### config.mk
export PLATFORM = sky130hd
export DESIGN_NAME = pan_tilt_head_tracker
export DESIGN_NICKNAME = d
export VERILOG_FILES = /design/src/pth_pkg.sv /design/src/pan_tilt_head_tracker.sv /design/src/pth_cfg_regs.sv
export SDC_FILE = /design/constraint.sdc
export NUM_CORES = 2
export LEC_CHECK = 0
export BUFFER_PORTS_ARGS = -buffer_cell sky130_fd_sc_hd__buf_2
export CAP_MARGIN = 20
export CORE_MARGIN = 3
export CORE_UTILIZATION = 60
export CTS_BUF_LIST = sky130_fd_sc_hd__clkbuf_4
export CTS_CLUSTER_DIAMETER = 80
export CTS_CLUSTER_SIZE = 14
export DETAILED_ROUTE_END_ITERATION = 16
export PLACE_DENSITY = 0.77
export SYNTH_ARGS = -nofsm -noshare
export SYNTH_HDL_FRONTEND = slang
export SYNTH_SLANG_ARGS = --single-unit
### constraint.sdc
create_clock -name aclk -period 10.45 [get_ports aclk]
set_input_delay 0.5225 -clock aclk [delete_from_list [all_inputs] [get_ports aclk]]
set_output_delay 0.5225 -clock aclk [all_outputs]
set_load 0.02 [all_outputs]
### src/pth_pkg.sv
// ============================================================================
// Pan-tilt head tracker package
// Beat types, configuration layout and constants shared by the tracker files.
// ============================================================================
`default_nettype none

package pth_pkg;

    // Field widths of the input beat.
    localparam int X_W    = 13;
    localparam int Y_W    = 12;
    localparam int R_W    = 11;

    // Widths of the configuration registers.
    localparam int GAIN_W = 16;
    localparam int DZF_W  = 8;
    localparam int LIM_W  = 12;

    // Servo position width on the result beat.
    localparam int POS_W  = 12;

    // The dead zone factor carries this many fraction bits.
    localparam int DZ_FRAC_BITS = 8;

    // Configuration port layout.
    localparam int CFG_IDX_W  = 3;
    localparam int CFG_DATA_W = 16;

    // Register indexes on the configuration port.
    localparam logic [CFG_IDX_W-1:0] CFG_YAW_GAIN    = 3'd0;
    localparam logic [CFG_IDX_W-1:0] CFG_PITCH_GAIN  = 3'd1;
    localparam logic [CFG_IDX_W-1:0] CFG_DZ_FACTOR   = 3'd2;
    localparam logic [CFG_IDX_W-1:0] CFG_YAW_LOW     = 3'd3;
    localparam logic [CFG_IDX_W-1:0] CFG_YAW_HIGH    = 3'd4;
    localparam logic [CFG_IDX_W-1:0] CFG_PITCH_LOW   = 3'd5;
    localparam logic [CFG_IDX_W-1:0] CFG_PITCH_HIGH  = 3'd6;

    // Register values after reset.
    localparam logic [GAIN_W-1:0] RST_YAW_GAIN   = 16'd590;
    localparam logic [GAIN_W-1:0] RST_PITCH_GAIN = 16'd524;
    localparam logic [DZF_W-1:0]  RST_DZ_FACTOR  = 8'd192;
    localparam logic [LIM_W-1:0]  RST_YAW_LOW    = 12'd750;
    localparam logic [LIM_W-1:0]  RST_YAW_HIGH   = 12'd3346;
    localparam logic [LIM_W-1:0]  RST_PITCH_LOW  = 12'd1500;
    localparam logic [LIM_W-1:0]  RST_PITCH_HIGH = 12'd2650;

    // Home positions of the servos in whole counts.
    localparam logic [LIM_W-1:0] YAW_HOME   = 12'd2048;
    localparam logic [LIM_W-1:0] PITCH_HOME = 12'd2350;

    typedef struct packed {
        logic [X_W-1:0] ball_x;
        logic [Y_W-1:0] ball_y;
        logic [R_W-1:0] ball_radius;
    } in_beat_t;

    typedef struct packed {
        logic [POS_W-1:0] yaw_position;
        logic [POS_W-1:0] pitch_position;
        logic             positions_sent;
        logic             aim_done;
        logic             x_centered;
        logic             y_centered;
    } out_beat_t;

    typedef struct packed {
        logic [GAIN_W-1:0] yaw_gain;
        logic [GAIN_W-1:0] pitch_gain;
        logic [DZF_W-1:0]  dead_zone_factor;
        logic [LIM_W-1:0]  yaw_low_limit;
        logic [LIM_W-1:0]  yaw_high_limit;
        logic [LIM_W-1:0]  pitch_low_limit;
        logic [LIM_W-1:0]  pitch_high_limit;
    } cfg_t;

endpackage

`default_nettype wire

### src/pan_tilt_head_tracker.sv
// ============================================================================
// Pan-tilt head tracker
// Proportional yaw and pitch servo tracking of a detected ball with a dead zone.
// ============================================================================
// Usage:
// Each input beat on s_* carries one detected ball (centre and radius in
// fixed point). Each accepted beat yields exactly one result beat on m_*
// with the updated servo positions and the centering and done flags.
// The configuration port takes gains, the dead zone factor and the servo
// limits; the user must write it only while no ball is being processed,
// since the block itself does not enforce this. A single shared multiplier
// runs the dead zone product and then, per axis, offset times radius and
// that times the gain, so the sequencer walks 10 steps per ball.
// s_ready is high only while the sequencer is idle. The finished result sits
// in an output register, so a new ball is accepted while it waits; if the
// receiver still stalls when the next ball finishes, the sequencer holds in
// its final step until the output register frees.
// Reset restores the default registers and the home positions of both
// servos and drops any pending result.
// ============================================================================
`default_nettype none

module pan_tilt_head_tracker #(
    parameter int IMAGE_WIDTH     = 320,
    parameter int IMAGE_HEIGHT    = 240,
    parameter int COORD_FRAC_BITS = 4,
    parameter int POS_FRAC_BITS   = 8
) (
    input  wire logic                           aclk,
    input  wire logic                           aresetn,
    // Ball detections
    input  wire logic                           s_valid,
    output      logic                           s_ready,
    input  wire pth_pkg::in_beat_t              s_data,
    // Servo updates
    output      logic                           m_valid,
    input  wire logic                           m_ready,
    output      pth_pkg::out_beat_t             m_data,
    // Configuration writes
    input  wire logic                           cfg_we,
    input  wire logic [pth_pkg::CFG_IDX_W-1:0]  cfg_index,
    input  wire logic [pth_pkg::CFG_DATA_W-1:0] cfg_data
);
    import pth_pkg::*;

    // Coordinates shifted up to the dead zone format.
    localparam int PXW    = X_W + DZ_FRAC_BITS;
    localparam int PYW    = Y_W + DZ_FRAC_BITS;
    localparam int DZW    = R_W + DZ_FRAC_BITS;
    localparam int HALF_X = IMAGE_WIDTH << (COORD_FRAC_BITS + 7);
    localparam int HALF_Y = IMAGE_HEIGHT << (COORD_FRAC_BITS + 7);
    localparam int HXW    = $clog2(HALF_X + 1);
    localparam int HYW    = $clog2(HALF_Y + 1);
    localparam int BW1    = (PXW > PYW) ? PXW : PYW;
    localparam int BW2    = (HXW > HYW) ? HXW : HYW;
    localparam int BW3    = (BW1 > BW2) ? BW1 : BW2;
    localparam int BW     = (BW3 > DZW) ? BW3 : DZW;
    // Signed offset width, multiplier operand width and product width.
    localparam int EW     = BW + 2;
    localparam int MA     = EW + R_W;
    localparam int PW     = MA + GAIN_W;
    localparam int SH     = 2 * COORD_FRAC_BITS + 24 - POS_FRAC_BITS;
    localparam int STW    = PW - SH;
    localparam int ACC    = 14 + POS_FRAC_BITS;
    localparam int SW     = ((STW > ACC) ? STW : ACC) + 1;

    typedef enum logic [6:0] {
        ST_IDLE = 7'b0000001,
        ST_DZ   = 7'b0000010,
        ST_ERR  = 7'b0000100,
        ST_MUL1 = 7'b0001000,
        ST_MUL2 = 7'b0010000,
        ST_UPD  = 7'b0100000,
        ST_FIN  = 7'b1000000
    } state_t;

    cfg_t cfg;

    state_t                  state_reg, state_next;
    logic                    axis_reg;
    in_beat_t                in_reg;
    logic [DZW-1:0]          dz_reg;
    logic signed [EW-1:0]    err_reg;
    logic signed [MA-1:0]    prod_reg;
    logic signed [STW-1:0]   step_reg;
    logic [1:0]              cen_reg;
    logic signed [ACC-1:0]   yaw_acc_reg, pitch_acc_reg;
    logic signed [ACC-1:0]   new_yaw_reg, new_pitch_reg;
    logic                    m_valid_reg;
    out_beat_t               out_reg;

    logic signed [MA-1:0]    mul_a;
    logic [GAIN_W-1:0]       mul_b;
    logic signed [PW:0]      mul_full;

    logic signed [EW-1:0]    p_val, half_val, dz_val, hi_bound, lo_bound, err_val;
    logic                    cen_val;

    logic signed [ACC-1:0]   acc_cur, sat_val, clamp_val;
    logic signed [SW-1:0]    sum_val;
    logic                    ovf;
    logic signed [ACC-1:0]   lim_hi, lim_lo, pitch_hi_full;

    logic                    fin_load, send, both_c;
    logic signed [ACC-1:0]   yaw_src, pitch_src;

    pth_cfg_regs u_cfg (
        .aclk      (aclk),
        .aresetn   (aresetn),
        .cfg_we    (cfg_we),
        .cfg_index (cfg_index),
        .cfg_data  (cfg_data),
        .cfg       (cfg)
    );

    // Integer part of a position, saturated to the servo range.
    function automatic logic [POS_W-1:0] int_part(input logic signed [ACC-1:0] v);
        logic [POS_W-1:0] r;
        if (v[ACC-1]) begin
            r = '0;
        end else if (v[ACC-2]) begin
            r = '1;
        end else begin
            r = v[POS_FRAC_BITS+POS_W-1:POS_FRAC_BITS];
        end
        return r;
    endfunction

    // Shared multiplier operand selection.
    always_comb begin
        mul_a = '0;
        mul_b = '0;
        unique case (state_reg)
            ST_DZ: begin
                mul_a = MA'($signed({1'b0, in_reg.ball_radius}));
                mul_b = GAIN_W'(cfg.dead_zone_factor);
            end
            ST_MUL1: begin
                mul_a = MA'(err_reg);
                mul_b = GAIN_W'(in_reg.ball_radius);
            end
            ST_MUL2: begin
                mul_a = prod_reg;
                mul_b = axis_reg ? cfg.pitch_gain : cfg.yaw_gain;
            end
            default: begin
            end
        endcase
    end

    assign mul_full = $signed((PW+1)'(mul_a)) * $signed((PW+1)'({1'b0, mul_b}));

    // Offset from the image centre, widened by the dead zone outside it.
    always_comb begin
        p_val    = axis_reg ? $signed(EW'({in_reg.ball_y, {DZ_FRAC_BITS{1'b0}}}))
                            : $signed(EW'({in_reg.ball_x, {DZ_FRAC_BITS{1'b0}}}));
        half_val = axis_reg ? EW'(HALF_Y) : EW'(HALF_X);
        dz_val   = $signed(EW'(dz_reg));
        hi_bound = half_val + dz_val;
        lo_bound = half_val - dz_val;
        cen_val  = 1'b0;
        if (p_val >= hi_bound) begin
            err_val = p_val - half_val + dz_val;
        end else if (p_val <= lo_bound) begin
            err_val = p_val - half_val - dz_val;
        end else begin
            err_val = '0;
            cen_val = 1'b1;
        end
    end

    // Accumulate the step, saturate, then clamp to the axis limits.
    always_comb begin
        acc_cur = axis_reg ? pitch_acc_reg : yaw_acc_reg;
        sum_val = SW'(acc_cur) + SW'(step_reg);
        ovf     = (sum_val[SW-1:ACC-1] != '0) && (sum_val[SW-1:ACC-1] != '1);
        if (ovf) begin
            sat_val = sum_val[SW-1] ? $signed({1'b1, {(ACC-1){1'b0}}})
                                    : $signed({1'b0, {(ACC-1){1'b1}}});
        end else begin
            sat_val = sum_val[ACC-1:0];
        end
        lim_hi = axis_reg ? $signed(ACC'({2'b00, cfg.pitch_high_limit}) << POS_FRAC_BITS)
                          : $signed(ACC'({2'b00, cfg.yaw_high_limit}) << POS_FRAC_BITS);
        lim_lo = axis_reg ? $signed(ACC'({2'b00, cfg.pitch_low_limit}) << POS_FRAC_BITS)
                          : $signed(ACC'({2'b00, cfg.yaw_low_limit}) << POS_FRAC_BITS);
        if (sat_val > lim_hi) begin
            clamp_val = lim_hi;
        end else if (sat_val < lim_lo) begin
            clamp_val = lim_lo;
        end else begin
            clamp_val = sat_val;
        end
    end

    // Final step: commit unless both axes are centred.
    assign pitch_hi_full = $signed(ACC'({2'b00, cfg.pitch_high_limit}) << POS_FRAC_BITS);
    assign both_c    = cen_reg[0] && cen_reg[1];
    assign send      = !both_c;
    assign fin_load  = (state_reg == ST_FIN) && (!m_valid_reg || m_ready);
    assign yaw_src   = send ? new_yaw_reg : yaw_acc_reg;
    assign pitch_src = send ? new_pitch_reg : pitch_acc_reg;

    // Sequencer.
    always_comb begin
        state_next = state_reg;
        unique case (state_reg)
            ST_IDLE: if (s_valid) state_next = ST_DZ;
            ST_DZ:   state_next = ST_ERR;
            ST_ERR:  state_next = ST_MUL1;
            ST_MUL1: state_next = ST_MUL2;
            ST_MUL2: state_next = ST_UPD;
            ST_UPD:  state_next = axis_reg ? ST_FIN : ST_ERR;
            ST_FIN:  if (fin_load) state_next = ST_IDLE;
            default: state_next = ST_IDLE;
        endcase
    end

    // Control state and accumulators.
    always_ff @(posedge aclk) begin
        if (!aresetn) begin
            state_reg     <= ST_IDLE;
            axis_reg      <= 1'b0;
            m_valid_reg   <= 1'b0;
            yaw_acc_reg   <= $signed(ACC'({2'b00, YAW_HOME}) << POS_FRAC_BITS);
            pitch_acc_reg <= $signed(ACC'({2'b00, PITCH_HOME}) << POS_FRAC_BITS);
        end else begin
            state_reg <= state_next;
            if (state_reg == ST_DZ) begin
                axis_reg <= 1'b0;
            end else if (state_reg == ST_UPD) begin
                axis_reg <= ~axis_reg;
            end
            if (fin_load) begin
                m_valid_reg   <= 1'b1;
                yaw_acc_reg   <= yaw_src;
                pitch_acc_reg <= pitch_src;
            end else if (m_ready) begin
                m_valid_reg <= 1'b0;
            end
        end
    end

    // Datapath registers.
    always_ff @(posedge aclk) begin
        if (s_valid && s_ready) begin
            in_reg <= s_data;
        end
        if (state_reg == ST_DZ) begin
            dz_reg <= mul_full[DZW-1:0];
        end
        if (state_reg == ST_ERR) begin
            err_reg           <= err_val;
            cen_reg[axis_reg] <= cen_val;
        end
        if (state_reg == ST_MUL1) begin
            prod_reg <= mul_full[MA-1:0];
        end
        if (state_reg == ST_MUL2) begin
            step_reg <= mul_full[PW-1:SH];
        end
        if (state_reg == ST_UPD) begin
            if (axis_reg) begin
                new_pitch_reg <= clamp_val;
            end else begin
                new_yaw_reg <= clamp_val;
            end
        end
        if (fin_load) begin
            out_reg.yaw_position   <= int_part(yaw_src);
            out_reg.pitch_position <= int_part(pitch_src);
            out_reg.positions_sent <= send;
            out_reg.aim_done       <= both_c || (cen_reg[0] && (new_pitch_reg == pitch_hi_full));
            out_reg.x_centered     <= cen_reg[0];
            out_reg.y_centered     <= cen_reg[1];
        end
    end

    assign s_ready = (state_reg == ST_IDLE);
    assign m_valid = m_valid_reg;
    assign m_data  = out_reg;

    // An accepted beat always starts the sequence.
    a_accept_starts: assert property (@(posedge aclk) disable iff (!aresetn)
        (s_valid && s_ready) |=> (state_reg == ST_DZ))
        else $error("accepted beat did not start the sequence");

    // A result that sends nothing must report the aim as done.
    a_unsent_done: assert property (@(posedge aclk) disable iff (!aresetn)
        (m_valid && !m_data.positions_sent) |-> (m_data.aim_done && m_data.x_centered
                                                 && m_data.y_centered))
        else $error("unsent result without both axes centred");

    // Both centred leaves the accumulators untouched.
    a_hold_acc: assert property (@(posedge aclk) disable iff (!aresetn)
        (fin_load && !send) |=> (yaw_acc_reg == $past(yaw_acc_reg))
                                && (pitch_acc_reg == $past(pitch_acc_reg)))
        else $error("accumulators moved with both axes centred");

    // With ordered limits a sent yaw position lies within them.
    a_yaw_limits: assert property (@(posedge aclk) disable iff (!aresetn)
        (fin_load && send && (cfg.yaw_low_limit <= cfg.yaw_high_limit))
        |=> (m_data.yaw_position >= $past(cfg.yaw_low_limit))
            && (m_data.yaw_position <= $past(cfg.yaw_high_limit)))
        else $error("sent yaw position outside its limits");

endmodule

`default_nettype wire

### src/pth_cfg_regs.sv
// ============================================================================
// Pan-tilt head tracker configuration registers
// Write-only register file for gains, dead zone factor and servo limits.
// ============================================================================
`default_nettype none

module pth_cfg_regs (
    input  wire logic                           aclk,
    input  wire logic                           aresetn,
    input  wire logic                           cfg_we,
    input  wire logic [pth_pkg::CFG_IDX_W-1:0]  cfg_index,
    input  wire logic [pth_pkg::CFG_DATA_W-1:0] cfg_data,
    output pth_pkg::cfg_t                       cfg
);
    import pth_pkg::*;

    cfg_t cfg_reg;

    // Each write lands in one register, truncated to its width.
    // Indexes past the last register are dropped.
    always_ff @(posedge aclk) begin
        if (!aresetn) begin
            cfg_reg.yaw_gain         <= RST_YAW_GAIN;
            cfg_reg.pitch_gain       <= RST_PITCH_GAIN;
            cfg_reg.dead_zone_factor <= RST_DZ_FACTOR;
            cfg_reg.yaw_low_limit    <= RST_YAW_LOW;
            cfg_reg.yaw_high_limit   <= RST_YAW_HIGH;
            cfg_reg.pitch_low_limit  <= RST_PITCH_LOW;
            cfg_reg.pitch_high_limit <= RST_PITCH_HIGH;
        end else if (cfg_we) begin
            unique case (cfg_index)
                CFG_YAW_GAIN:   cfg_reg.yaw_gain         <= cfg_data[GAIN_W-1:0];
                CFG_PITCH_GAIN: cfg_reg.pitch_gain       <= cfg_data[GAIN_W-1:0];
                CFG_DZ_FACTOR:  cfg_reg.dead_zone_factor <= cfg_data[DZF_W-1:0];
                CFG_YAW_LOW:    cfg_reg.yaw_low_limit    <= cfg_data[LIM_W-1:0];
                CFG_YAW_HIGH:   cfg_reg.yaw_high_limit   <= cfg_data[LIM_W-1:0];
                CFG_PITCH_LOW:  cfg_reg.pitch_low_limit  <= cfg_data[LIM_W-1:0];
                CFG_PITCH_HIGH: cfg_reg.pitch_high_limit <= cfg_data[LIM_W-1:0];
                default: begin
                end
            endcase
        end
    end

    assign cfg = cfg_reg;

endmodule

`default_nettype wire
==> qor_table.md <==
| Group | Item | This run |
|---|---|---|
| routing | Count of TritonRoute iterations in the first routing pass | 5 |
| clock network | Maximum level of the CTS H-tree | 1 |
| synth | Syn. warnings | 0 |
| routing | Initial DRC Count | 3113 |
| setup path | Critical path required time | 10980 ps |
| sta | Max-slew headroom | 30.4% |
| power and ir drop | Max rail drop VDD | 0.0696 mV |
| placed design | Total placed instance area | 38400 sq um |
| global routing | Overall routing resource usage | 33.3% |
| die | Vertical die dimension | 255 um |
| synth | Xor-xnor portion of the synthesized cell area | 2.66% |
| clock network | Clock tree from TritonCTS | done |
| synth | Simple-gate portion of the synthesized area | 15.5% |
| sta | Total negative setup slack | 0 ps |
| clock network | Clock transition time at the flip-flop clock pins of the worst setup and hold paths | 150 ps |
| setup path | Largest delay contributor family on the critical path | adder cells |
| die | Horizontal die dimension | 255 um |
| global routing | Busiest layer in global routing | met2 |
| power and ir drop | P per Cell Area | 63.9 nW/um^2 |
| clock network | Number of post-CTS setup repair buffers | 0 |
| routing | Mean number of vias per cell | 5.95 |
| finish | Most common cell after layout, fill and taps aside | sky130_fd_sc_hd__nand2_1 |
| job | # Max-Cap Violations | 0 |
| status | Run status | complete, no violations |
| setup path | Slowest cell delay on critical path | 600 ps |
| setup path | WP data arrival | 9580 ps |
| min path | Type of the worst min-delay path | input port to flop |
| placed design | Buffers added on ports | 89 |
| clock network | # clock sinks | 353 |
| global routing | First-pass GRT wire length | 167000 um |
| sta | Final Cycle Share | 86.6% |
| synth | Post-synthesis register bit count | 353 |
| sta | Final clock skew | 119 ps |
| placed design | Number of cells in the design after placement | 4860 |
| die | Die Area | 65100 sq um |
| clock network | Clock Tree Buf Depth | 3 |
| setup path | CP Max Fanout | 42 |
| global routing | Met2 usage in global routing | 52.4% |
| sta | Hold Slack | 56.1 ps |
| synth | Share of flip-flops with an asynchronous set or reset | 0% |
| setup path | Type of origin of the critical path | flop |
| setup path | Most numerous cell on the critical path | sky130_fd_sc_hd__fa_1 |
| clock network | Cell at the root of the clock tree | sky130_fd_sc_hd__clkbuf_4 |
| sta | RSZ-0062 raised after global routing | no |
| synth | Post-synthesis sequential area ratio | 24.7% |
| finish | Fin cells | 4973 |
| clock network | Inserted Clock Buffers | 30 |
| routing | DRC Markers | 0 |
| sta | Number of slew-limit violations in the final report | 0 |
| synth | Adder and majority cell fraction of the synthesized area | 35.1% |
| synth | Most instantiated flip-flop cell in the synthesis netlist | sky130_fd_sc_hd__edfxtp_1 |
| sta | Number of endpoints with negative hold slack in the final report | 0 |
| placed design | Final weighted congestion in routability-driven placement | 0.995 |
| synth | Combinational family with the most area after synthesis | adder cells |
| synth | Post-synthesis compound-gate area fraction | 11.0% |
| finish | Top library cells by usage in the layout, fill and taps aside | sky130_fd_sc_hd__nand2_1, sky130_fd_sc_hd__inv_1, sky130_fd_sc_hd__fa_1, sky130_fd_sc_hd__nor2_1, sky130_fd_sc_hd__ha_1 |
| finish | Final non-filler cell area | 39400 sq um |
| die | Total core area | 60900 sq um |
| power and ir drop | Leak pwr | 17.4 nW |
| sta | Final min period | 9050 ps |
| synth | Post-Synthesis Mean Instance Area | 9.11 sq um |
| routing | Final WL | 106000 um |
| die | Top-level I/O count | 90 |
| global routing | Pin count of the biggest net entering global routing | 101 |
| finish | Layout cell share with drive strength beyond 1 | 6.23% |
| sta | Highest clock frequency the design can meet | 110 MHz |
| routing | Vias after detailed routing | 29.6k |
| clock network | Insertion delay to the later sink of the worst-skew pair | 870 ps |
| global routing | Number of global-route vias before repair | 29.6k |
| die | Initial cell density of the core | 61.1% |
| setup path | Type of destination of the critical path | flop |
| finish | Final nets | 4913 |
| setup path | Critical Path Slowest Stage Cell | sky130_fd_sc_hd__inv_2 |
| finish | Flip-flop count of the largest register, all copies and words added | 88 |
| clock network | PostCTS Resize Cnt | 0 |
| synth | Net count of the mapped netlist | 4882 |
| synth | Number of flops mapped to enable cells by yosys | 212 |
| global routing | Fraction of met1 tracks used by global routing | 46.4% |
| placed design | Sum of net half-perimeters after detailed placement | 81500 um |
| setup path | Number of buffers and inverters on the critical path | 6 |
| synth | Multiplexer share of the synthesized area | 2.46% |
| routing | Final antenna-violating net count | 0 |
| clock network | # hold bufs at CTS | 52 |
| synth | Netlist Area Pre-Place | 37200 sq um |
| sta | Number of setup violations in the final report | 0 |
| global routing | Antenna violations before repair | 5 |
| synth | Gate count after technology mapping | 4087 |
| routing | Drt wl/cell | 21.3 um |
| global routing | GR met3 Demand/Resource | 5.81% |
| global routing | Total global routing overflow | 0 |
| die | Number of core rows | 90 |
| finish | Area Overhead vs Synth | 5.73% |
| setup path | Critical Setup Path Class | flop to flop |
| sta | Measured slew at the worst slew-check pin | 1040 ps |
| synth | Unique cell type count in the Yosys netlist | 82 |
==> cell usage after synthesis, drive strengths merged, types with 5 or more instances <==
library cell | n | share of area [%]
nand2 | 747 | 7.5
inv | 659 | 6.6
fa | 515 | 28
nor2 | 286 | 2.9
ha | 220 | 7.4
edfxtp | 212 | 17
clkbuf | 164 | 1.7
dfxtp | 141 | 7.6
a21oi | 132 | 1.8
o21ai | 92 | 1.2
a21boi | 91 | 1.8
nand3 | 82 | 1.1
xnor2 | 74 | 1.7
a21o | 68 | 1.4
mux2i | 51 | 1.4
a31oi | 43 | 0.72
nor3 | 42 | 0.56
xor2 | 39 | 0.92
mux2 | 36 | 1.1
and2 | 33 | 0.55
nand2b | 28 | 0.47
nor2b | 28 | 0.47
a22oi | 26 | 0.52
nand4 | 26 | 0.44
buf | 25 | 0.36
o21a | 24 | 0.48
o211ai | 17 | 0.34
o21bai | 17 | 0.34
and3 | 15 | 0.25
nor4 | 14 | 0.24
a22o | 12 | 0.28
o31ai | 11 | 0.24
a211oi | 10 | 0.23
or3 | 9 | 0.15
a221oi | 8 | 0.19
nor3b | 7 | 0.14
and4 | 6 | 0.14
nor4b | 5 | 0.16
o22ai | 5 | 0.084
o311ai | 5 | 0.12
o31a | 5 | 0.12
==> through the flow <==
step                      power [W]  setup WS [ps]  utilization, %
final                       0.00251           1400            64.6
after global routing        0.00259            858            64.6
after CTS                   0.00251           1590            64.6
after detailed placement    0.00180           1680            63.0
after global placement      0.00179           1810            63.0
after floorplan             0.00170           2020               -
==> logic make-up (layout without fill, tap and decap cells) <==
family | after synthesis | in the layout
XOR/XNOR | 113 | 113
AND/OR/NAND/NOR | 1344 | 1344
multiplexers | 87 | 87
flip-flops | 353 | 353
adder cells (fa/ha/maj) | 735 | 735
other | 0 | 3
AO/OA/AOI/OAI | 607 | 607
buffers and inverters | 848 | 903
==> tightest hold or removal path, stage by stage <==
cell and delay [ps]:
sky130_fd_sc_hd__buf_2 150, sky130_fd_sc_hd__nand2_1 60, sky130_fd_sc_hd__a21boi_0 70
==> where the power goes <==
group / total [W] / switching [W] / internal, W
Combinational: 0.000278 / 0.000177 / 0.000101
Clock: 0.000719 / 0.000467 / 0.000252
Sequential: 0.00152 / 0.0000200 / 0.00150
==> worst paths after layout <==
kind	start	to	slack, ps	depth (start not counted)
max	state_reg[2]	step_reg[25]	1400	27
min	cfg_data[14]	u_cfg.cfg[86]	60	3
max reg2reg	state_reg[2]	step_reg[25]	1400	27
min reg2reg	new_yaw_reg[1]	yaw_acc_reg[1]	460	2
==> cell type report <==
type / count / area [sq um]
clock inverters: 4 / 58.8
clock buffers: 52 / 390
flip-flops and latches: 353 / 9190
diodes: 3 / 7.51
fillers: 4983 / 21600
repair buffers: 188 / 1320
multi-input cells: 2886 / 24900
well taps: 828 / 1040
inverters: 659 / 2470
==> metal layers <==
metal | vias up | share of wire, %
met5 | - | 0.024
met1 | 14500 | 40
met3 | 319 | 10
li1 | 13200 | -
met2 | 1617 | 45
met4 | 4 | 4.6
No activity file was read; power rests on OpenSTA's default activity.
